`config.mk`:
```
export PLATFORM = sky130hd
export DESIGN_NAME = rbfs_pos_div
export DESIGN_NICKNAME = d
export VERILOG_FILES = /design/src/design/assert_macros.svh /design/src/design/rbfs_pkg.sv /design/src/design/rbfs_pos_div.sv
export SDC_FILE = /design/constraint.sdc
export NUM_CORES = 1
export LEC_CHECK = 0
export BUFFER_PORTS_ARGS = -buffer_cell sky130_fd_sc_hd__clkbuf_2
export CAP_MARGIN = 20
export CORE_MARGIN = 3
export CORE_UTILIZATION = 41
export CTS_CLUSTER_DIAMETER = 150
export CTS_CLUSTER_SIZE = 20
export DETAILED_ROUTE_END_ITERATION = 7
export RECOVER_POWER = 50
export SYNTH_ARGS = -nofsm -noshare
export SYNTH_HDL_FRONTEND = slang
export SYNTH_SLANG_ARGS = --single-unit
```
`constraint.sdc`:
```
create_clock -name clock -period 10.7 [get_ports clock]
set_input_delay 2.14 -clock clock [delete_from_list [all_inputs] [get_ports clock]]
set_output_delay 2.14 -clock clock [all_outputs]
set_load 0.01 [all_outputs]
```
`src/design/assert_macros.svh`:
```
// Assertion macros used by the scaler top level.
`ifndef ASSERT_MACROS_SVH
`define ASSERT_MACROS_SVH
`ifndef SYNTH
// Same-cycle implication, checked outside reset.
`define ASSERT_IMPLY(lbl, clk, rst, ante, cons) \
   lbl: assert property (@(posedge clk) disable iff (rst) (ante) |-> (cons)) \
      else $error("assertion failed: same-cycle implication");
// Next-cycle implication, checked outside reset.
`define ASSERT_NEXT(lbl, clk, rst, ante, cons) \
   lbl: assert property (@(posedge clk) disable iff (rst) (ante) |=> (cons)) \
      else $error("assertion failed: next-cycle implication");
`else
`define ASSERT_IMPLY(lbl, clk, rst, ante, cons)
`define ASSERT_NEXT(lbl, clk, rst, ante, cons)
`endif
`endif

```
`src/design/rbfs_pkg.sv`:
```
// Shared types and constants of the RGBA bilinear fit scaler.
package rbfs_pkg;
   localparam int SRC_W     = 9;
   localparam int FIT_W     = 13;
   localparam int DEST_W    = 12;
   localparam int ADDR_W    = 16;
   localparam int CH_W      = 8;
   localparam int PIX_W     = 4 * CH_W;
   localparam int CSR_IDX_W = 8;
   localparam int M_W       = DEST_W + 1 + SRC_W;

   localparam logic [CSR_IDX_W-1:0] REG_SOURCE_WIDTH  = 8'd0;
   localparam logic [CSR_IDX_W-1:0] REG_SOURCE_HEIGHT = 8'd1;
   localparam logic [CSR_IDX_W-1:0] REG_LIMIT_WIDTH   = 8'd2;
   localparam logic [CSR_IDX_W-1:0] REG_LIMIT_HEIGHT  = 8'd3;

   localparam logic ACT_LOAD   = 1'b0;
   localparam logic ACT_SAMPLE = 1'b1;

   typedef enum logic [1:0] {
      FIT_IDLE,
      FIT_MUL,
      FIT_SETUP,
      FIT_DIV
   } fit_state_type;

   typedef struct packed {
      logic             busy;
      logic [SRC_W-1:0] src_w;
      logic [SRC_W-1:0] src_h;
      logic [FIT_W-1:0] fit_w;
      logic [FIT_W-1:0] fit_h;
   } fit_status_type;

   typedef struct packed {
      logic              sample;
      logic              oob;
      logic [ADDR_W-1:0] load_index;
      logic [PIX_W-1:0]  pixel;
   } side_type;
endpackage

```
`src/design/rbfs_pos_div.sv`:
```
// Pipelined restoring divider that turns one output index into a source position.
module rbfs_pos_div #(
   parameter int FRAC_BITS = 16
) (
   input  logic                                      clock,
   input  logic                                      en,
   input  logic [rbfs_pkg::FIT_W-1:0]                fit,
   input  logic [rbfs_pkg::M_W-1:0]                  m_in,
   output logic [FRAC_BITS+rbfs_pkg::SRC_W-1:0]      q_out
);
   localparam int SW = rbfs_pkg::SRC_W;
   localparam int FW = rbfs_pkg::FIT_W;
   localparam int MW = rbfs_pkg::M_W;
   localparam int QW = FRAC_BITS + SW;
   localparam int RW = FW + 1;

   logic [RW-1:0] rem_ff [0:QW];
   logic [QW-1:0] q_ff   [0:QW];
   logic [MW-1:0] m_ff   [0:QW-1];
   logic [RW:0]   dsor;

   // Divisor is twice the fitted side; the quotient is the position times 2^FRAC_BITS.
   assign dsor = {1'b0, fit, 1'b0};

   always_ff @(posedge clock) begin
      if (en) begin
         rem_ff[0] <= {1'b0, m_in[MW-1:SW]};
         q_ff[0]   <= '0;
         m_ff[0]   <= m_in;
      end
   end

   for (genvar s = 0; s < QW; s++) begin : g_step
      localparam int K = QW - 1 - s;
      logic          nbit;
      logic [RW:0]   trial;
      logic          take;

      if (K >= FRAC_BITS) begin : g_mbit
         assign nbit = m_ff[s][K-FRAC_BITS];
      end else begin : g_zbit
         assign nbit = 1'b0;
      end

      assign trial = {rem_ff[s], nbit};
      assign take  = (trial >= dsor);

      always_ff @(posedge clock) begin
         if (en) begin
            rem_ff[s+1] <= take ? RW'(trial - dsor) : trial[RW-1:0];
            q_ff[s+1]   <= {q_ff[s][QW-2:0], take};
         end
      end

      if (s + 1 < QW) begin : g_carry
         always_ff @(posedge clock) begin
            if (en) begin
               m_ff[s+1] <= m_ff[s];
            end
         end
      end
   end

   assign q_out = q_ff[QW];
endmodule

```
* Word level (Yosys, flattened, before mapping)
Memories as Yosys holds them, arrays and structs flattened. Index checks and enable logic that the tools add are counted.
Operators by class: multiplexer cells 27, $lt $le $gt $ge 25, add/subtract/negate cells 25
Operators with widths (number):
- $ge 15x14->1 | 25
- $mux 14 | 25
- $sub 14x14->14 | 25
- $mux 1 | 2
Storage, ports and cells: logic and storage cells 80, memory bits (writable) 1564, bits in registers 0, output and inout bits 25, memories kept 3, bits of input ports 37
Memories:
- q_ff | depth 26, width 25, rd ports 26, clocked after Yosys merged registers in 0, wr ports 26, RTL line rbfs_pos_div.sv:18 | logic [QW-1:0] q_ff [0:QW];
- m_ff | depth 25, width 22, rd ports 24, clocked after Yosys merged registers in 0, wr ports 25, RTL line rbfs_pos_div.sv:19 | logic [MW-1:0] m_ff [0:QW-1];
- rem_ff | depth 26, width 14, rd ports 25, clocked after Yosys merged registers in 0, wr ports 26, RTL line rbfs_pos_div.sv:17 | logic [RW-1:0] rem_ff [0:QW];

* Longest topological paths before layout
Gate-level depths: netlist of the first run. An unclocked memory read counts as a cell.
depth after elaboration 3, gate-level depth with buffers 11, mapped depth without buffers 10

* Least setup slack after synthesis of the first run
Ideal clock, no wire load.
path kind input -> register, start in fit[0] in the netlist's numbering, end mem rem_ff[1][47] in the netlist's numbering (data pin), path buffers 2, setup time 0.260 ns, data required time 10.440 ns, arrival 5.448 ns, cell stages on the path 10, slack 4.992 ns, cell sequence inv_1 > clkbuf_1 > fa_1 > a211oi_1 > o21bai_1 > a221oi_1 > o31a_1 > o21ai_2 > buf_6 > mux2_2
RTL lines:
- start, declared | RTL line rbfs_pos_div.sv:7 | input logic [rbfs_pkg::FIT_W-1:0] fit,
- end, declared | RTL line rbfs_pos_div.sv:17

==> results of run 1 <==
-- where the power goes --
group | internal, uW | total [uW] | leakage, uW | switching [uW]
Combinational | 2850 | 5850 | 0.00844 | 3000
Sequential | 4170 | 4600 | 0.00686 | 427
Clock | 706 | 1590 | 0.000532 | 883
Total | 7730 | 12000 | 0.0158 | 4310
-- worst paths after layout --
path / startpoint / to
min reg2reg: q_ff[8][6] / q_ff[9][7]
min: q_ff[8][6] / q_ff[9][7]
max: en / q_ff[25][17]
max reg2reg: m_ff[1][22] / rem_ff[1][38]
-- flip-flops by register name (all words and copies together), names as in the netlist --
register  cells
m_ff         67
rem_ff      312
q_ff        325
-- per-layer routing --
layer  vias to the layer above  share of wire  GRT usage
met5                         -              0          0
met4                         0          0.023     0.0395
met3                       101          0.033     0.0182
met2                       344           0.47      0.255
met1                     11800           0.48      0.217
li1                      12200              -          -
-- kinds of logic (layout without fill, tap and decap cells) --
group | count (synthesis) | after routing | share of synthesized area
compound gates | 773 | 773 | 0.130
buf+inv | 160 | 237 | 0.0173
flops | 704 | 704 | 0.533
mux | 275 | 275 | 0.0781
other cells | 0 | 1 | 0
simple gates | 643 | 643 | 0.0794
xor+xnor | 216 | 216 | 0.0477
fa+ha+maj | 348 | 348 | 0.114
-- stage by stage --
step | hold WS (ns) | total power [uW] | setup slack [ns]
final | 0.404 | 12000 | 3.49
after global routing | 0.405 | 13000 | 2.83
after CTS | 0.394 | 12100 | 5.20
after detailed placement | 0.405 | 10500 | 4.56
after global placement | 0.400 | 10400 | 4.66
after floorplan | 0.400 | 9290 | 4.99
-- cell type report --
class	count	area [um2]	area share
Tap cell	1265	1580	0.0372
Clock inverter	2	32.5	0.000764
Sequential cell	704	21100	0.497
Inverter	110	413	0.00970
Multi-Input combinational cell	2255	17800	0.419
Timing Repair Buffer	83	490	0.0115
Antenna cell	1	2.50	0.0000588
Clock buffer	42	1050	0.0247
-- placed cells by master, fill, tap and decap left out, types with 12 or more instances in the layout --
cell	instances
o21a_1	51
o21ai_0	115
a2111oi_0	18
nor2_1	225
nor2b_1	39
nand2_1	110
a31oi_1	17
nand3_1	67
xor2_1	100
a21o_1	80
xnor2_1	116
nor3_1	53
nand2b_1	31
o211ai_1	21
ha_1	324
edfxtp_1	704
inv_1	108
mux2_2	248
o21ai_1	15
a211oi_1	47
and3_1	13
a21oi_1	234
mux2i_1	19
o31ai_1	14
clkbuf_2	60
a21oi_2	15
a311oi_1	12
nand4_1	27
buf_4	19
fa_1	24
or3_1	12
o21bai_1	18
clkbuf_16	42
==> qor.yml, run 1 <==
core-area_mm2: 0.0954
stdcell_area_mm2: 0.0426
skew_ns: 0.0348
tns_ns: 0
synth_seq_cells: 704
syn_avg_cell_area_um2: 12.7
cts_setup_buffers: 0
status: "finished with violations"
setup_violations: 0
clk_pin_slew_ns: 0.08
critPathMaxStageDelay_ns: 3.33
syn_nets: 3504
final_util: 0.446
holdPathStages: 0
syn-cell-area_mm2: 0.0397
rsz0062_at_grt: "false"
antenna_found_initial: 1
cts_buffer_depth: 3
grt_max_degree: 162
antenna_left: 0
synth_most_common_cell: "edfxtp_1"
port_buffers: 61
cts_inserted_buffers: 41
path_buf_inv: 2
cts_resized: 0
arrival_ns: 7.39
slew_headroom: -2.34
ys_types: 83
maxCapViolCount: 2
yosys_most_used_dff: "edfxtp_1"
cpMostUsedCell: "clkbuf_1"
critPathMaxFanout: 87
crit_family: "buffers and inverters"
fin_cells: 4462
nFillCells: 8763
final-max-slew-violation-count: 128
seq_area_frac_synth: 0.533
gp_congestion: 0.850
firstDrtPassIters: 5
cp.required_ns: 10.87
max_freq_ghz: 0.139
dp_hpwl_um: 51100
drt-vias-per-instance: 5.49
worst_ir_drop_vdd_v: 0.000140
p_per_area_mw_per_mm2: 283
path_cells: "clkbuf_1, clkbuf_1"
hp-class: "reg -> reg"
fp.dieH_um: 317
dpl_cell_area_mm2: 0.0415
clk_latency_ns: 0.61
grt_usage: 0.155
drt_iter0_markers: 1643
endpoint_kind: "register"
cts_sinks: 704
yosysTopAreaCellShare: 0.533
tightest_slew_ns: 5.01
start_kind: "primary input"
vias: 24500
r2r_cells: 9
die_x_um: 317
rrSetupSlack_ns: 7.45
drive_above_1_share: 0.138
synth_edf_count: 704
nNetsFinal: 3580
cp_num_cells: 2
syn_to_final_growth_pct: 7.27
dpl.cell_count: 4417
first_global_vias: 23600
drc_errors: 0
synthCells: 3119
ctsHoldBuffers: 0
cts_tree: "done"
synthTopCellsByCount: "edfxtp_1, ha_1, mux2_2"
crit_type: "in -> reg"
min_period_ns: 7.21
hold_viol: 0
cts-root-buf: "clkbuf_16"
rows: 113
wl_per_cell_um: 17.5
async_reset_ff_frac: 0
critical-path-slowest-cell: "clkbuf_1"
initial_utilization: 0.416
io_pins: 62
violations: "max-capacitance violations, max-slew violations"
p_leak_uw: 0.0158
ctsHtreeMaxLevel: 2
drt-total-wl_um: 78000
yosysWarnings: 0
synth_top_cell_by_area: "edfxtp_1"
grt.overflow.total: 0
grt_pass1_wl_um: 126000
die_area_mm2: 0.101
ys_top_cells_by_area: "edfxtp_1, ha_1, mux2_2"
finalCritPeriodShare: 0.674
Note: power is estimated with default switching activity, not from simulation.
==> inputs of run 2 (changes only) <==
--- a/config.mk
+++ b/config.mk
@@ -5,6 +5,7 @@
 export SDC_FILE = /design/constraint.sdc
 export NUM_CORES = 1
 export LEC_CHECK = 0
+export ABC_AREA = 1
 export BUFFER_PORTS_ARGS = -buffer_cell sky130_fd_sc_hd__clkbuf_2
 export CAP_MARGIN = 20
 export CORE_MARGIN = 3
==> constraint.sdc (replaced) <==
create_clock -name clock -period 7.5 [get_ports clock]
set_input_delay 1.5 -clock clock [delete_from_list [all_inputs] [get_ports clock]]
set_output_delay 1.5 -clock clock [all_outputs]
set_load 0.01 [all_outputs]
==> qor.yml, run 2 <==
status: "finished with violations"
violations: "max-capacitance violations, max-slew violations"
antenna_cells: 0  # -1
r2r_start: "rem_ff[1][106]"
tightest_slew_ns: 2.78  # -2.23 ns
syn_nets: 5928  # +69%
layout_common_cells: "nand2_1, inv_1, edfxtp_1"
crit_family: "buffers and inverters"
met1_length_um: 54200  # +45%
rows: 124  # +9.7%
critPathMaxStageDelay_ns: 2.02  # -1.31 ns
synth_top_cell_by_area: "edfxtp_1"
critical-path-slowest-cell: "clkbuf_2"
endpoint_kind: "register"
drive_above_1_share: 0.123  # -0.0146
cts_setup_buffers: 0  # unchanged
ys_types: 38  # -54%
setup_violations: 0  # unchanged
top_regs: "q_ff x325, rem_ff x312, m_ff x67"
syn-cell-area_mm2: 0.0476  # +20%
p_per_area_mw_per_mm2: 382  # +35%
drc_errors: 0  # unchanged
clk_latency_ns: 0.64  # +0.03 ns
fin_cells: 7104  # +59%
nNetsFinal: 5975  # +67%
post-place-ws_ns: 2.78  # -1.78 ns
firstDrtPassIters: 6  # +1
tns_ns: 0  # unchanged
min_period_ns: 4.11
die_area_mm2: 0.120  # +20%
drt-vias-per-instance: 4.96  # -9.7%
core-area_mm2: 0.115  # +20%
routed.top_layer: "met4"
top_register: "q_ff"
grt_max_degree: 169  # +4.3%
combPwrFrac: 0.532  # +0.046
maxCapViolCount: 3  # +1
final-max-slew-violation-count: 182  # +42%
yosysTopAreaCellShare: 0.444  # -0.0886
cts-root-buf: "clkbuf_16"
synthCells: 5543  # +78%
synth_seq_cells: 704  # unchanged
wl_met2_um: 50600  # +39%
first_global_vias: 33500  # +42%
cts_inserted_buffers: 41  # unchanged
syn_avg_cell_area_um2: 8.59  # -33%
worst_ir_drop_vdd_v: 0.000183  # +31%
hp-start: "m_ff[0][22]"
max_freq_ghz: 0.244
ys_top_cells_by_area: "edfxtp_1, nand2_1, ha_1"
dr_wl_met3_um: 4580  # +79%
grt_pass1_wl_um: 180000  # +43%
critPathMaxFanout: 105  # +21%
pwr-share-seq: 0.348  # -0.034
vias: 35200  # +44%
start_kind: "primary input"
arrival_ns: 4.28  # -3.11 ns
ctsHoldBuffers: 0  # unchanged
drt_iter0_markers: 2632  # +60%
crit_type: "in -> reg"
io_pins: 62  # unchanged
cts_tree: "done"
p_leak_uw: 0.0245  # +55%
yosysWarnings: 0  # unchanged
cts_resized: 0  # unchanged
dpl.cell_count: 7059  # +60%
synth_edf_count: 704  # unchanged
skew_ns: 0.0430  # +0.00828 ns
p_int_uw: 10500  # +36%
yosys_most_used_dff: "edfxtp_1"
synth_most_common_cell: "nand2_1"
gp_congestion: 0.920  # +8.2%
clk_pin_slew_ns: 0.09  # about the same
nFillCells: 11200  # +28%
grt.overflow.total: 0  # unchanged
hold_viol: 0  # unchanged
hp-class: "reg -> reg"
ctsHtreeMaxLevel: 2  # unchanged
synthTopCellsByCount: "nand2_1, inv_1, edfxtp_1"
switchingPower_uw: 8730  # +100%
dpl_cell_area_mm2: 0.0493  # +19%
clkPwrFrac: 0.120  # -0.012
rsz0062_at_grt: "false"
final_common_cell: "nand2_1"
path_cells: "buf_8, clkbuf_2"
die_x_um: 347  # +9.3%
antenna_left: 0  # unchanged
largest_register_ff_count: 325  # unchanged
stdcell_area_mm2: 0.0503  # +18%
slew_headroom: -0.854  # +1.49
setup_ws_ns: 3.39  # -0.0930 ns
fp.dieH_um: 347  # +9.3%
crit_start: "en"
seq_area_frac_synth: 0.444  # -0.0886
async_reset_ff_frac: 0  # unchanged
dp_hpwl_um: 80300  # +57%
drt-total-wl_um: 112000  # +44%
port_buffers: 61  # unchanged
cp.required_ns: 7.67  # -3.20 ns
finalCritPeriodShare: 0.547
initial_utilization: 0.414  # -0.00124
cts_buffer_depth: 3  # unchanged
path_buf_inv: 2  # unchanged
syn_to_final_growth_pct: 5.78
switching_share: 0.454  # +0.0962
antenna_found_initial: 0  # -1
grt_usage: 0.186  # +0.0312
cts_sinks: 704  # unchanged
wl_per_cell_um: 15.8  # -9.4%
[run 2: cell types whose count changed after synthesis, sizes merged, moves of 65 or more]
| cell | change |
|---|---|
| a21o | -80 |
| xnor2 | -115 |
| nand4 | +223 |
| mux2 | -256 |
| inv | +915 |
| nor2 | +65 |
| nand3 | +403 |
| nand2 | +1836 |
| a21oi | -131 |
[run 2: power by group through the flow]
stage	clock (uW)	combinational (uW)	sequential [uW]
final	2300	10200	6690
after detailed placement	0	10200	6750
after CTS	2420	10200	6690
after global placement	0	10100	6780
after floorplan	0	8500	6310
after global routing	2540	11700	6780
[run 2: per-stage QoR]
stage	hold slack [ns]	utilization	total power [uW]
after floorplan	0.400	-	14800
after global placement	0.400	0.429	16800
after detailed placement	0.405	0.429	16900
after CTS	0.411	0.439	19300
after global routing	0.413	0.438	21000
final	0.406	0.438	19200
[run 2: path summary, 6_finish.rpt]
kind / to / cells past startpoint / slack, ns
min reg2reg: m_ff[0][44] / 0 / 0.41
max reg2reg: rem_ff[2][8] / 9 / 4.89
min: m_ff[0][44] / 0 / 0.41
max: q_ff[25][6] / 2 / 3.39
[run 2: cells by family (layout without fill, tap and decap cells)]
logic type / count (synthesis) / in the layout / share of synthesized area
AOI/OAI and AO/OA: 265 / 265 / 0.0426
xor gates and xnor gates: 143 / 143 / 0.0263
and+or+nand+nor: 2978 / 2978 / 0.295
adders and majority gates: 348 / 348 / 0.0953
buffers and inverters: 1105 / 1154 / 0.0964
DFF: 704 / 704 / 0.444
[run 2: cell type report]
| cell class | count | area [um2] | share of cell area |
|---|---|---|---|
| clock buffer | 43 | 1050 | 0.0210 |
| inverter | 1027 | 3860 | 0.0766 |
| multi-input combinational | 3734 | 21900 | 0.434 |
| timing repair buffer | 82 | 499 | 0.00992 |
| sequential | 704 | 21100 | 0.420 |
| tap | 1512 | 1890 | 0.0376 |
| clock inverter | 2 | 32.5 | 0.000646 |
[run 2: routing by layer]
metal	track usage	vias up
li1	-	18000
met1	0.262	16300
met2	0.303	706
met3	0.0218	157
met4	0.0513	0
met5	0	-
