## src/design/assert_macros.svh

```systemverilog
// Assertion macros used by the scaler top level.
`ifndef ASSERT_MACROS_SVH
`define ASSERT_MACROS_SVH
`ifndef SYNTH
// Same-cycle implication, checked outside reset.
`define ASSERT_IMPLY(lbl, clk, rst, ante, cons) \
   lbl: assert property (@(posedge clk) disable iff (rst) (ante) |-> (cons)) \
      else $error("assertion failed: same-cycle implication");
// Next-cycle implication, checked outside reset.
`define ASSERT_NEXT(lbl, clk, rst, ante, cons) \
   lbl: assert property (@(posedge clk) disable iff (rst) (ante) |=> (cons)) \
      else $error("assertion failed: next-cycle implication");
`else
`define ASSERT_IMPLY(lbl, clk, rst, ante, cons)
`define ASSERT_NEXT(lbl, clk, rst, ante, cons)
`endif
`endif

```

## src/design/rbfs_pkg.sv

```systemverilog
// Shared types and constants of the RGBA bilinear fit scaler.
package rbfs_pkg;
   localparam int SRC_W     = 9;
   localparam int FIT_W     = 13;
   localparam int DEST_W    = 12;
   localparam int ADDR_W    = 16;
   localparam int CH_W      = 8;
   localparam int PIX_W     = 4 * CH_W;
   localparam int CSR_IDX_W = 8;
   localparam int M_W       = DEST_W + 1 + SRC_W;

   localparam logic [CSR_IDX_W-1:0] REG_SOURCE_WIDTH  = 8'd0;
   localparam logic [CSR_IDX_W-1:0] REG_SOURCE_HEIGHT = 8'd1;
   localparam logic [CSR_IDX_W-1:0] REG_LIMIT_WIDTH   = 8'd2;
   localparam logic [CSR_IDX_W-1:0] REG_LIMIT_HEIGHT  = 8'd3;

   localparam logic ACT_LOAD   = 1'b0;
   localparam logic ACT_SAMPLE = 1'b1;

   typedef enum logic [1:0] {
      FIT_IDLE,
      FIT_MUL,
      FIT_SETUP,
      FIT_DIV
   } fit_state_type;

   typedef struct packed {
      logic             busy;
      logic [SRC_W-1:0] src_w;
      logic [SRC_W-1:0] src_h;
      logic [FIT_W-1:0] fit_w;
      logic [FIT_W-1:0] fit_h;
   } fit_status_type;

   typedef struct packed {
      logic              sample;
      logic              oob;
      logic [ADDR_W-1:0] load_index;
      logic [PIX_W-1:0]  pixel;
   } side_type;
endpackage

```

## src/design/rbfs_fit_unit.sv

```systemverilog
// Configuration registers and the sequential aspect-fit computation.
module rbfs_fit_unit #(
   parameter int MAX_SRC_WIDTH  = 256,
   parameter int MAX_SRC_HEIGHT = 256,
   parameter int MAX_OUT_DIM    = 4096
) (
   input  logic                                 clock,
   input  logic                                 reset,
   input  logic                                 csr_valid,
   output logic                                 csr_ready,
   input  logic [rbfs_pkg::CSR_IDX_W-1:0]       csr_index,
   input  logic [rbfs_pkg::FIT_W-1:0]           csr_data,
   output rbfs_pkg::fit_status_type             status
);
   localparam int SW = rbfs_pkg::SRC_W;
   localparam int FW = rbfs_pkg::FIT_W;
   localparam int PW = SW + FW;
   localparam int DVW = PW + 2;
   localparam int SRC_TOP = (1 << SW) - 1;
   localparam int OUT_TOP = (1 << FW) - 1;
   localparam int SWM_I = (MAX_SRC_WIDTH > SRC_TOP) ? SRC_TOP : MAX_SRC_WIDTH;
   localparam int SHM_I = (MAX_SRC_HEIGHT > SRC_TOP) ? SRC_TOP : MAX_SRC_HEIGHT;
   localparam int OM_I  = (MAX_OUT_DIM > OUT_TOP) ? OUT_TOP : MAX_OUT_DIM;
   localparam logic [SW-1:0] SW_MAX = SWM_I[SW-1:0];
   localparam logic [SW-1:0] SH_MAX = SHM_I[SW-1:0];
   localparam logic [FW-1:0] O_MAX  = OM_I[FW-1:0];
   localparam int CNT_W = $clog2(FW + 1);
   localparam logic [CNT_W-1:0] CNT_LAST = CNT_W'(FW - 1);

   rbfs_pkg::fit_state_type state_ff, state_in;

   logic [SW-1:0]    src_w_raw_ff, src_h_raw_ff;
   logic [FW-1:0]    lim_w_raw_ff, lim_h_raw_ff;
   logic [SW-1:0]    cw_ff, ch_ff;
   logic [FW-1:0]    clw_ff, clh_ff;
   logic [PW-1:0]    pw_ff, ph_ff;
   logic             sel_w_ff;
   logic [SW:0]      div_ff;
   logic [SW:0]      rem_ff;
   logic [FW-1:0]    lo_ff;
   logic [CNT_W-1:0] cnt_ff;
   logic [FW-1:0]    fit_w_ff, fit_h_ff;

   logic [SW-1:0]  cw_c, ch_c;
   logic [FW-1:0]  clw_c, clh_c;
   logic           known_idx;
   logic           fits_w;
   logic [DVW-1:0] dividend;
   logic [SW:0]    divisor;
   logic [SW+1:0]  trial;
   logic           take;
   logic [SW:0]    rem_next;
   logic [FW-1:0]  quot;
   logic [FW-1:0]  quot_min;

   always_comb begin
      cw_c  = (src_w_raw_ff == '0) ? SW'(1) : (src_w_raw_ff > SW_MAX) ? SW_MAX : src_w_raw_ff;
      ch_c  = (src_h_raw_ff == '0) ? SW'(1) : (src_h_raw_ff > SH_MAX) ? SH_MAX : src_h_raw_ff;
      clw_c = (lim_w_raw_ff == '0) ? FW'(1) : (lim_w_raw_ff > O_MAX) ? O_MAX : lim_w_raw_ff;
      clh_c = (lim_h_raw_ff == '0) ? FW'(1) : (lim_h_raw_ff > O_MAX) ? O_MAX : lim_h_raw_ff;
   end

   // The limited side keeps its limit; the other side is rounded to nearest.
   always_comb begin
      fits_w = (pw_ff <= ph_ff);
      if (fits_w) begin
         dividend = DVW'({pw_ff, 1'b0}) + DVW'(cw_ff);
         divisor  = {cw_ff, 1'b0};
      end else begin
         dividend = DVW'({ph_ff, 1'b0}) + DVW'(ch_ff);
         divisor  = {ch_ff, 1'b0};
      end
   end

   always_comb begin
      trial    = {rem_ff, lo_ff[FW-1]};
      take     = (trial >= {1'b0, div_ff});
      rem_next = take ? (SW+1)'(trial - {1'b0, div_ff}) : trial[SW:0];
      quot     = {lo_ff[FW-2:0], take};
      quot_min = (quot == '0) ? FW'(1) : quot;
   end

   always_comb begin
      case (csr_index) inside
         rbfs_pkg::REG_SOURCE_WIDTH, rbfs_pkg::REG_SOURCE_HEIGHT,
         rbfs_pkg::REG_LIMIT_WIDTH, rbfs_pkg::REG_LIMIT_HEIGHT: known_idx = 1'b1;
         default: known_idx = 1'b0;
      endcase
   end

   always_ff @(posedge clock) begin
      if (reset) begin
         state_ff <= rbfs_pkg::FIT_IDLE;
      end else begin
         state_ff <= state_in;
      end
   end

   always_comb begin
      state_in  = state_ff;
      csr_ready = 1'b0;
      case (state_ff)
         rbfs_pkg::FIT_IDLE: begin
            csr_ready = 1'b1;
            if (csr_valid && known_idx) begin
               state_in = rbfs_pkg::FIT_MUL;
            end
         end
         rbfs_pkg::FIT_MUL:   state_in = rbfs_pkg::FIT_SETUP;
         rbfs_pkg::FIT_SETUP: state_in = rbfs_pkg::FIT_DIV;
         rbfs_pkg::FIT_DIV: begin
            if (cnt_ff == CNT_LAST) begin
               state_in = rbfs_pkg::FIT_IDLE;
            end
         end
         default: state_in = rbfs_pkg::FIT_IDLE;
      endcase
   end

   always_ff @(posedge clock) begin
      if (reset) begin
         src_w_raw_ff <= SW'(1);
         src_h_raw_ff <= SW'(1);
         lim_w_raw_ff <= FW'(1);
         lim_h_raw_ff <= FW'(1);
         cw_ff        <= SW'(1);
         ch_ff        <= SW'(1);
         fit_w_ff     <= FW'(1);
         fit_h_ff     <= FW'(1);
      end else begin
         if (state_ff == rbfs_pkg::FIT_IDLE && csr_valid) begin
            case (csr_index)
               rbfs_pkg::REG_SOURCE_WIDTH:  src_w_raw_ff <= csr_data[SW-1:0];
               rbfs_pkg::REG_SOURCE_HEIGHT: src_h_raw_ff <= csr_data[SW-1:0];
               rbfs_pkg::REG_LIMIT_WIDTH:   lim_w_raw_ff <= csr_data;
               rbfs_pkg::REG_LIMIT_HEIGHT:  lim_h_raw_ff <= csr_data;
               default: ;
            endcase
         end
         if (state_ff == rbfs_pkg::FIT_MUL) begin
            cw_ff <= cw_c;
            ch_ff <= ch_c;
         end
         if (state_ff == rbfs_pkg::FIT_DIV && cnt_ff == CNT_LAST) begin
            if (sel_w_ff) begin
               fit_w_ff <= clw_ff;
               fit_h_ff <= quot_min;
            end else begin
               fit_w_ff <= quot_min;
               fit_h_ff <= clh_ff;
            end
         end
      end
   end

   always_ff @(posedge clock) begin
      case (state_ff)
         rbfs_pkg::FIT_MUL: begin
            clw_ff <= clw_c;
            clh_ff <= clh_c;
            pw_ff  <= PW'(clw_c) * PW'(ch_c);
            ph_ff  <= PW'(clh_c) * PW'(cw_c);
         end
         rbfs_pkg::FIT_SETUP: begin
            sel_w_ff <= fits_w;
            div_ff   <= divisor;
            rem_ff   <= dividend[FW+SW:FW];
            lo_ff    <= dividend[FW-1:0];
            cnt_ff   <= '0;
         end
         rbfs_pkg::FIT_DIV: begin
            rem_ff <= rem_next;
            lo_ff  <= quot;
            cnt_ff <= cnt_ff + CNT_W'(1);
         end
         default: ;
      endcase
   end

   assign status.busy  = (state_ff != rbfs_pkg::FIT_IDLE);
   assign status.src_w = cw_ff;
   assign status.src_h = ch_ff;
   assign status.fit_w = fit_w_ff;
   assign status.fit_h = fit_h_ff;
endmodule

```

## config.mk

```make
export PLATFORM = sky130hd
export DESIGN_NAME = rbfs_fit_unit
export DESIGN_NICKNAME = d
export VERILOG_FILES = /design/src/design/assert_macros.svh /design/src/design/rbfs_pkg.sv /design/src/design/rbfs_fit_unit.sv
export SDC_FILE = /design/constraint.sdc
export NUM_CORES = 1
export LEC_CHECK = 0
export BUFFER_PORTS_ARGS = -buffer_cell sky130_fd_sc_hd__buf_2
export CAP_MARGIN = 15
export CORE_ASPECT_RATIO = 0.5
export CORE_UTILIZATION = 51
export DETAILED_ROUTE_END_ITERATION = 12
export PLACE_DENSITY = 0.65
export SYNTH_ARGS = -nofsm -noshare
export SYNTH_HDL_FRONTEND = slang
export SYNTH_SLANG_ARGS = --single-unit
```

## constraint.sdc

```tcl
create_clock -name clock -period 15.6 [get_ports clock]
set_input_delay 2.34 -clock clock [delete_from_list [all_inputs] [get_ports clock]]
set_output_delay 2.34 -clock clock [all_outputs]
set_load 0.01 [all_outputs]
```

Word-level counts from Yosys, hierarchy flattened
Index checks and enable logic that the tools add are counted.

cells by class
  shift operators = 0
  reduce and logical (&&, ||, !) cells = 18
  order comparisons = 6
  equal/unequal tests = 9
  add/sub/neg operators = 4
  bitwise logic cells = 0
  $mul = 2
  mux-type cells = 22
  divide/modulo/power cells = 0

operator list
  cell                                                    count
  2-to-1 mux 13 bit                                       7
  adder 23 x 9 -> 23 bit                                  2
  multiplier 13 x 9 -> 22 bit                             2
  logical NOT 13 bit                                      3
  2-to-1 mux 9 bit                                        4
  greater-than comparator 13 bit (second input constant)  2
  one-hot mux 13 bit (2 select lines)                     1
  2-to-1 mux 23 bit                                       1
  less-or-equal comparator 22 bit                         1
  2-to-1 mux 10 bit                                       2
  one-hot mux 10 bit (2 select lines)                     1
  greater-than comparator 9 bit (second input constant)   2
  logical NOT 9 bit                                       2
  equality test 8 x 2 -> 1 bit (second input constant)    2
  greater-or-equal comparator 11 x 10 -> 1 bit            1
  AND reduction 2 bit                                     5
  subtractor 10 bit                                       1
  equality test 8 x 1 -> 1 bit (second input constant)    1
  logical NOT 8 bit                                       1
  one-hot mux 2 bit (4 select lines)                      1
  one-hot mux 4 bit (2 select lines)                      1
  adder 4 x 1 -> 4 bit (second input constant)            1
  equality test 2 bit (second input constant)             2
  equality test 4 bit (second input constant)             1
  other kinds (8)                                         14

storage, ports and cells
  latch bits = 0
  memory bits (writable) = 0
  bits of input ports = 24
  memories = 0
  bits in read-only memories = 0
  output and inout bits = 46
  logic and storage cells = 79
  register bits after elaboration = 198

Longest topological paths before layout
Gate-level depths: netlist of run 1.

  word-level depth = 6
  depth in mapped cells = 23
  gate-level depth less buffers = 22

Least setup slack after synthesis of run 1
No wires, ideal clock.

  path kind = flip-flop to flip-flop
  start = reg lim_h_raw_ff[4]
  end = reg ph_ff[21] (data pin)
  required time = 15.410 ns
  path slack = 10.361 ns
  arrival time = 5.048 ns
  period minus slack after synthesis = 5.239 ns
  library setup time = 0.190 ns
  path buffers = 1
  cell stages (with the launch flop) = 22
  cell sequence = dfxtp_1 -> nor4_1 -> a31oi_1 -> or2_2 -> clkbuf_1 -> inv_1 -> nand2_1 -> fa_1 -> fa_1 -> inv_1 -> fa_1 -> inv_1 -> fa_1 -> inv_1 -> ha_1 -> and2_1 -> o2111a_1 -> nor2_2 -> a211oi_1 -> o31ai_4 -> mux2i_1 -> a2111oi_2

between the ends
  cells in the longest elaborated chain, start to end = 4

ends and longest elaborated chain
  element                          line                  source
  start, declared                  rbfs_fit_unit.sv:33   logic [FW-1:0] lim_w_raw_ff, lim_h_raw_ff;
  start signal, assigned           rbfs_fit_unit.sv:136  rbfs_pkg::REG_LIMIT_HEIGHT: lim_h_raw_ff <= csr_data;
  greater-than comparator 13 bit   rbfs_fit_unit.sv:60   clh_c = (lim_h_raw_ff == '0) ? FW'(1) : (lim_h_raw_ff > O_MAX) ? O_MAX : lim_h_raw_ff;
  2-to-1 mux 13 bit                rbfs_fit_unit.sv:60
  2-to-1 mux 13 bit (*)            rbfs_fit_unit.sv:60
  net clh_c[0]                     rbfs_fit_unit.sv:45   logic [FW-1:0] clw_c, clh_c;
  multiplier 13 x 9 -> 22 bit (*)  rbfs_fit_unit.sv:162  ph_ff <= PW'(clh_c) * PW'(cw_c);
  end signal, assigned             rbfs_fit_unit.sv:162
  end, declared                    rbfs_fit_unit.sv:36   logic [PW-1:0] pw_ff, ph_ff;

The timed path passes the listed nets; every way through them passes the cells marked *.
A chain may end at the register's enable or synchronous reset.

Worst setup path after layout of run 1
  start = reg src_w_raw_ff[8]
  end = reg ph_ff[21] (data pin)

between the ends
  cells in the longest elaborated chain, start to end = 4

ends and longest elaborated chain
  element                          line                  source
  start, declared                  rbfs_fit_unit.sv:32   logic [SW-1:0] src_w_raw_ff, src_h_raw_ff;
  start signal, assigned           rbfs_fit_unit.sv:133  rbfs_pkg::REG_SOURCE_WIDTH: src_w_raw_ff <= csr_data[SW-1:0];
  greater-than comparator 9 bit    rbfs_fit_unit.sv:57   cw_c = (src_w_raw_ff == '0) ? SW'(1) : (src_w_raw_ff > SW_MAX) ? SW_MAX : src_w_raw_ff;
  2-to-1 mux 9 bit                 rbfs_fit_unit.sv:57
  2-to-1 mux 9 bit (*)             rbfs_fit_unit.sv:57
  multiplier 13 x 9 -> 22 bit (*)  rbfs_fit_unit.sv:162

Mark *: on every way between the ends. The rest lies on a longest branch, timed or not.

==> impl_metrics.toml, run 1 <==
[cts]
cts_max_path_buffers = 2
cts-hold-fix-buffers = 0
cts_tree = "built"
post_cts_buffers = 0
cts_root_buf = "clkbuf_16"
cts_buffers = 17
cts.reportedPaths.clkPinSlew_ns = 0.08
clock-sinks = 197
clock_latency_ns = 0.46
h-tree-depth = 4
cts_resized = 0

[global_routing]
grt_pass1_wl_um = 72030
overflow = 0
grt_pass1_vias = 12420
antenna_found_initial = 0
grt_max_degree = 91
grtUsageTotal = 0.2724

[routing]
viasPerCell = 5.588
wl_per_cell_um = 19.73
drt_iter0_drc = 1193
firstDrtPassIters = 5
totalWireLength_um = 46050
drc = 0
antenna_left = 0
vias = 13040

[synth]
yosysTopAreaCell = "edfxtp_1"
async_reset_ff_frac = 0
syn_nets = 2172
syn_inst = 1852
synth_edf_count = 107
synth_area_leaders = "edfxtp_1 18%, fa_1 18%, dfxtp_1 10%"
yosysTopAreaCellShare = 0.1839
synth_ff_type = "edfxtp_1"
netlist_area_um2 = 17470
ys_types = 79
yosysWarningCount = 0
synth-seq-cells = 197
ys_seq_area_frac = 0.2870
synth.avg_cell_area_um2 = 9.433

[layout]
layout.nets = 2200
areaGrowthSynthToFinish_pct = 7.176
layout_commonest_cell = "inv_1"
instances_no_fill = 2334
diodes = 0
drive_gt1_frac = 0.08135
layout_common_cells = "297 x inv_1, 207 x nor2_1, 159 x fa_1"

[floorplanning]
fp.dieW_um = 263.7
io_pins = 70
num_rows = 47
dieArea_um2 = 35050
start_util = 0.5230
core-area_um2 = 33400
dieHeight_um = 132.9

[timing]
max_clock_freq_ghz = 0.1644
max-slew-margin-rel = 0.2686
fin_worst_skew_ns = 0.01367
drv_slew = 0
period_needed_ns = 6.084
worstMarginPinSlew_ns = 1.095
setup_viol = 0
finalSetupTns_ns = 0
fin_crit_sh = 0.3900
final-hold-violation-count = 0
rsz0062_at_grt = "false"

[power_and_ir_drop]
powerDensity_nw_per_um2 = 73.71
vdd_drop_max_mv = 0.07466
p_leak_nw = 8.668

[placed_design]
hpwl_um = 37190
dpl.cell_count = 2302
globalplace.congestion = 0.9233
port_buffers = 69

[critical_path]
critPathKind = "flop to flop"
endpoint_kind = "flop"
required_ns = 15.86
crit_fanout = 32
cp-start-kind = "flop"
arrival_ns = 6.34

[outcome]
status = "finished clean"

[min_path]
hp-class = "flop to flop"

[job]
cap_violations = 0
path summary, 6_finish.rpt:
check	start	end	cells after the start	slack, ns
max	src_w_raw_ff[8]	ph_ff[21]	17	9.52
min	src_h_raw_ff[0]	src_h_raw_ff[0]	1	0.49
max reg2reg	src_w_raw_ff[8]	ph_ff[21]	17	9.52
min reg2reg	src_h_raw_ff[0]	src_h_raw_ff[0]	1	0.49
registers in the layout, indices dropped and copies added, names as in the netlist, 9 cells and up:
register,cells
src_w_raw_ff,9
div_ff,9
clh_ff,13
fit_h_ff,13
clw_ff,13
cw_ff,9
lo_ff,13
src_h_raw_ff,9
lim_w_raw_ff,13
rem_ff,10
ch_ff,9
ph_ff,22
lim_h_raw_ff,13
fit_w_ff,13
pw_ff,22
layer usage:
layer / part of all wire / vias to the layer above / track usage
met5: 0 / - / 0
met4: 0.019 / 0 / 0.07494
met2: 0.43 / 453 / 0.3958
met3: 0.084 / 48 / 0.05211
li1: - / 6152 / -
met1: 0.47 / 6390 / 0.4118
cells in the mapped netlist, drive strengths merged, types with 13 or more instances:
| cell | n |
|---|---|
| inv | 297 |
| nor2 | 211 |
| fa | 159 |
| nand2 | 143 |
| ha | 137 |
| edfxtp | 107 |
| mux2i | 105 |
| dfxtp | 90 |
| clkbuf | 52 |
| o21ai | 47 |
| a21oi | 43 |
| and2 | 43 |
| nand2b | 40 |
| xnor2 | 40 |
| nor3 | 39 |
| a211oi | 36 |
| nor2b | 30 |
| xor2 | 26 |
| nand3 | 18 |
| nor4 | 16 |
| buf | 15 |
| and3 | 14 |
| mux2 | 14 |
| or3 | 13 |
metrics by stage:
| stage | hold WS, ns | total power [mW] | setup WS (ns) | utilization | area, um^2 |
|---|---|---|---|---|---|
| after floorplan | 0.4362 | 0.8693 | 10.36 | - | 17470 |
| after global placement | 0.4791 | 0.9610 | 9.637 | 0.5438 | 18160 |
| after detailed placement | 0.4779 | 0.9641 | 9.549 | 0.5438 | 18160 |
| after CTS | 0.4923 | 1.387 | 9.508 | 0.5606 | 18720 |
| after global routing | 0.5048 | 1.441 | 9.036 | 0.5606 | 18720 |
| final | 0.4894 | 1.380 | 9.516 | 0.5606 | 18720 |
worst max-delay path, stage by stage, from the launching register on:
cell and delay, ns:
dfxtp_1 0.64, nor2b_1 0.94, nand2_1 0.19, fa_1 0.56, inv_1 0.06, fa_1 0.48, fa_1 0.49, inv_1 0.06
fa_1 0.55, inv_1 0.05, ha_1 0.37, and2_1 0.15, o2111a_1 0.18, nor2_2 0.05, a211oi_1 0.47, o31ai_4 0.15
mux2i_1 0.15, a2111oi_2 0.32
power breakdown:
part           switching [mW]  total, mW  internal, mW
clock network           0.212      0.425         0.214
registers              0.0576      0.677         0.619
logic                   0.165      0.278         0.113
total                   0.435       1.38         0.946
cell type report:
class / instances / area [um^2]
clock buffer: 19 / 442.9
timing repair buffer: 76 / 397.9
sequential: 197 / 5015
tap: 441 / 551.8
multi-input combinational: 1290 / 11080
clock inverter: 13 / 118.9
fill: 3031 / 14680
inverter: 298 / 1119
logic make-up (layout without fill, tap and decap cells):
kind of cell	Yosys count	after routing	synth area share
AO/OA/AOI/OAI	208	208	0.08279
XOR/XNOR	66	66	0.03309
adder cells (fa/ha/maj)	296	296	0.2803
buffers and inverters	365	406	0.08086
flip-flops	197	197	0.2870
multiplexers	119	119	0.06940
AND/OR/NAND/NOR	601	601	0.1665
(Power assumes the default switching activity.)
==> run 2: changes to the inputs <==
- clock period: 15.6 -> 5.7 ns (I/O delays scaled with it)
==> impl_metrics.toml, run 2 (same netlist as run 1, synthesis figures left out) <==
[global_routing]
grt_max_degree = 91
grt_pass1_vias = 12390
overflow = 0
grt_pass1_wl_um = 71260
antenna_found_initial = 0
grtUsageTotal = 0.2706

[routing]
wl_per_cell_um = 19.45
drc = 0
viasPerCell = 5.492
vias = 12980
drt_iter0_drc = 960
antenna_left = 0
totalWireLength_um = 45950
firstDrtPassIters = 5

[job]
cap_violations = 0

[floorplanning]
num_rows = 47
start_util = 0.5230
fp.dieW_um = 263.7
core-area_um2 = 33400
dieArea_um2 = 35050
dieHeight_um = 132.9
io_pins = 70

[timing]
fin_crit_sh = 0.9484
setup_viol = 0
finalSetupTns_ns = 0
finalWorstSetupSlack_ns = 0.2940
rsz0062_at_grt = "false"
max_clock_freq_ghz = 0.1850
period_needed_ns = 5.406
worstMarginPinSlew_ns = 1.073
fin_worst_skew_ns = 0.01645
max-slew-margin-rel = 0.2830
final-hold-violation-count = 0
drv_slew = 0

[layout]
multiInputGateArea_um2 = 11100
layout_common_cells = "296 x inv_1, 205 x nor2_1, 159 x fa_1"
top_regs = "ph_ff x22, pw_ff x22"
areaGrowthSynthToFinish_pct = 9.174
drive_gt1_frac = 0.09787
num-fill-cells = 3004
layout.nets = 2229
layout_commonest_cell = "inv_1"
ff_latch_area_um2 = 5016

[critical_path]
reg2reg_slack_ns = 0.29
max_stage_delay_ns = 0.66
arrival_ns = 5.68
endpoint_kind = "flop"
required_ns = 5.97
crit_fanout = 18
cp-start-kind = "flop"
crit_chain = "buf_4, nor2b_1, buf_4, nand2_1, fa_1, inv_1, fa_1, fa_1, inv_1, fa_1, inv_1, ha_1, a21o_1, a21oi_2, nor3b_2, a211oi_1, buf_4, o31ai_4, mux2i_1, a2111oi_2"
crit_top_cell = "fa_1"
critPathKind = "flop to flop"
cpMaxStageDelayCell = "dfxtp_1"

[cts]
post_cts_buffers = 0
cts_buffers = 17
cts_max_path_buffers = 2
clock_latency_ns = 0.47
clock-sinks = 197
cts.reportedPaths.clkPinSlew_ns = 0.07
cts_tree = "built"
h-tree-depth = 4
cts-hold-fix-buffers = 0
cts_resized = 0
cts_root_buf = "clkbuf_16"

[power_and_ir_drop]
p_leak_nw = 8.879
clockPowerShare = 0.348
switching_share = 0.2948
vdd_drop_max_mv = 0.1722
netSwitchingPower_mw = 1.185
combinationalPowerShare = 0.191
powerDensity_nw_per_um2 = 210.8
seqPwrFrac = 0.461
p_int_mw = 2.835

[min_path]
hp-class = "flop to flop"

[placed_design]
hpwl_um = 37470
globalplace.congestion = 0.9401
dpl_worst_slack_ns = 0.1890
port_buffers = 69

[outcome]
status = "finished clean"
## run 2: cell types whose count changed in the layout (fill, tap and decap cells not counted), sizes merged
cell,before,now
diode,0,1
inv,302,301
bufinv,0,6
clkinv,6,4
clkbuf,19,18
clkinvlp,3,0
buf,76,105
## run 2: through the flow
stage / hold slack (ns) / instances / area [um^2] / utilization / power, mW
floorplan: 0.4362 / 1852 / 17470 / - / 2.379
global placement: 0.4542 / 2330 / 18370 / 0.5500 / 2.633
detailed placement: 0.4555 / 2330 / 18370 / 0.5500 / 2.643
CTS: 0.4715 / 2361 / 19050 / 0.5703 / 4.028
global route: 0.5069 / 2362 / 19070 / 0.5709 / 4.180
finish: 0.4726 / 2363 / 19070 / 0.5710 / 4.020
## run 2: final timing paths
check	from	to	cells after the start
worst max register to register	src_w_raw_ff[8]	ph_ff[21]	20
worst max-delay path	src_w_raw_ff[8]	ph_ff[21]	20
worst min-delay path	src_h_raw_ff[0]	src_h_raw_ff[0]	1
worst min register to register	src_h_raw_ff[0]	src_h_raw_ff[0]	1
## run 2: critical path: cells and delay by family, from the launching register on
kind | cells | cell delay, ns
fa+ha+maj | 5 | 2.25
mux | 1 | 0.12
simple gates | 3 | 0.36
buf+inv | 6 | 0.80
flops | 1 | 0.66
compound gates | 5 | 1.02
## run 2: power groups by stage
stage          Sequential (mW)  Clock (mW)  Combinational (mW)
3_5_place_dp              1.88           0               0.765
2_1_floorplan             1.80           0               0.583
6_report                  1.85        1.40               0.768
4_1_cts                   1.85        1.41               0.768
5_1_grt                   1.86        1.47               0.848
3_3_place_gp              1.88           0               0.757
## run 2: area by class of cell
class / instances / share of cell area
Antenna cell: 1 / 0.0001312
Clock buffer: 18 / 0.02250
Clock inverter: 13 / 0.01292
Inverter: 298 / 0.05865
Multi-Input combinational cell: 1290 / 0.5817
Sequential cell: 197 / 0.2630
Tap cell: 441 / 0.02893
Timing Repair Buffer: 105 / 0.03214
## run 2: per-layer routing
metal	wire, um	vias up	track usage
li1	-	6206	-
met1	22550	6375	0.4086
met2	19600	359	0.3971
met3	3242	37	0.05918
met4	561	0	0.05491
met5	0	-	0
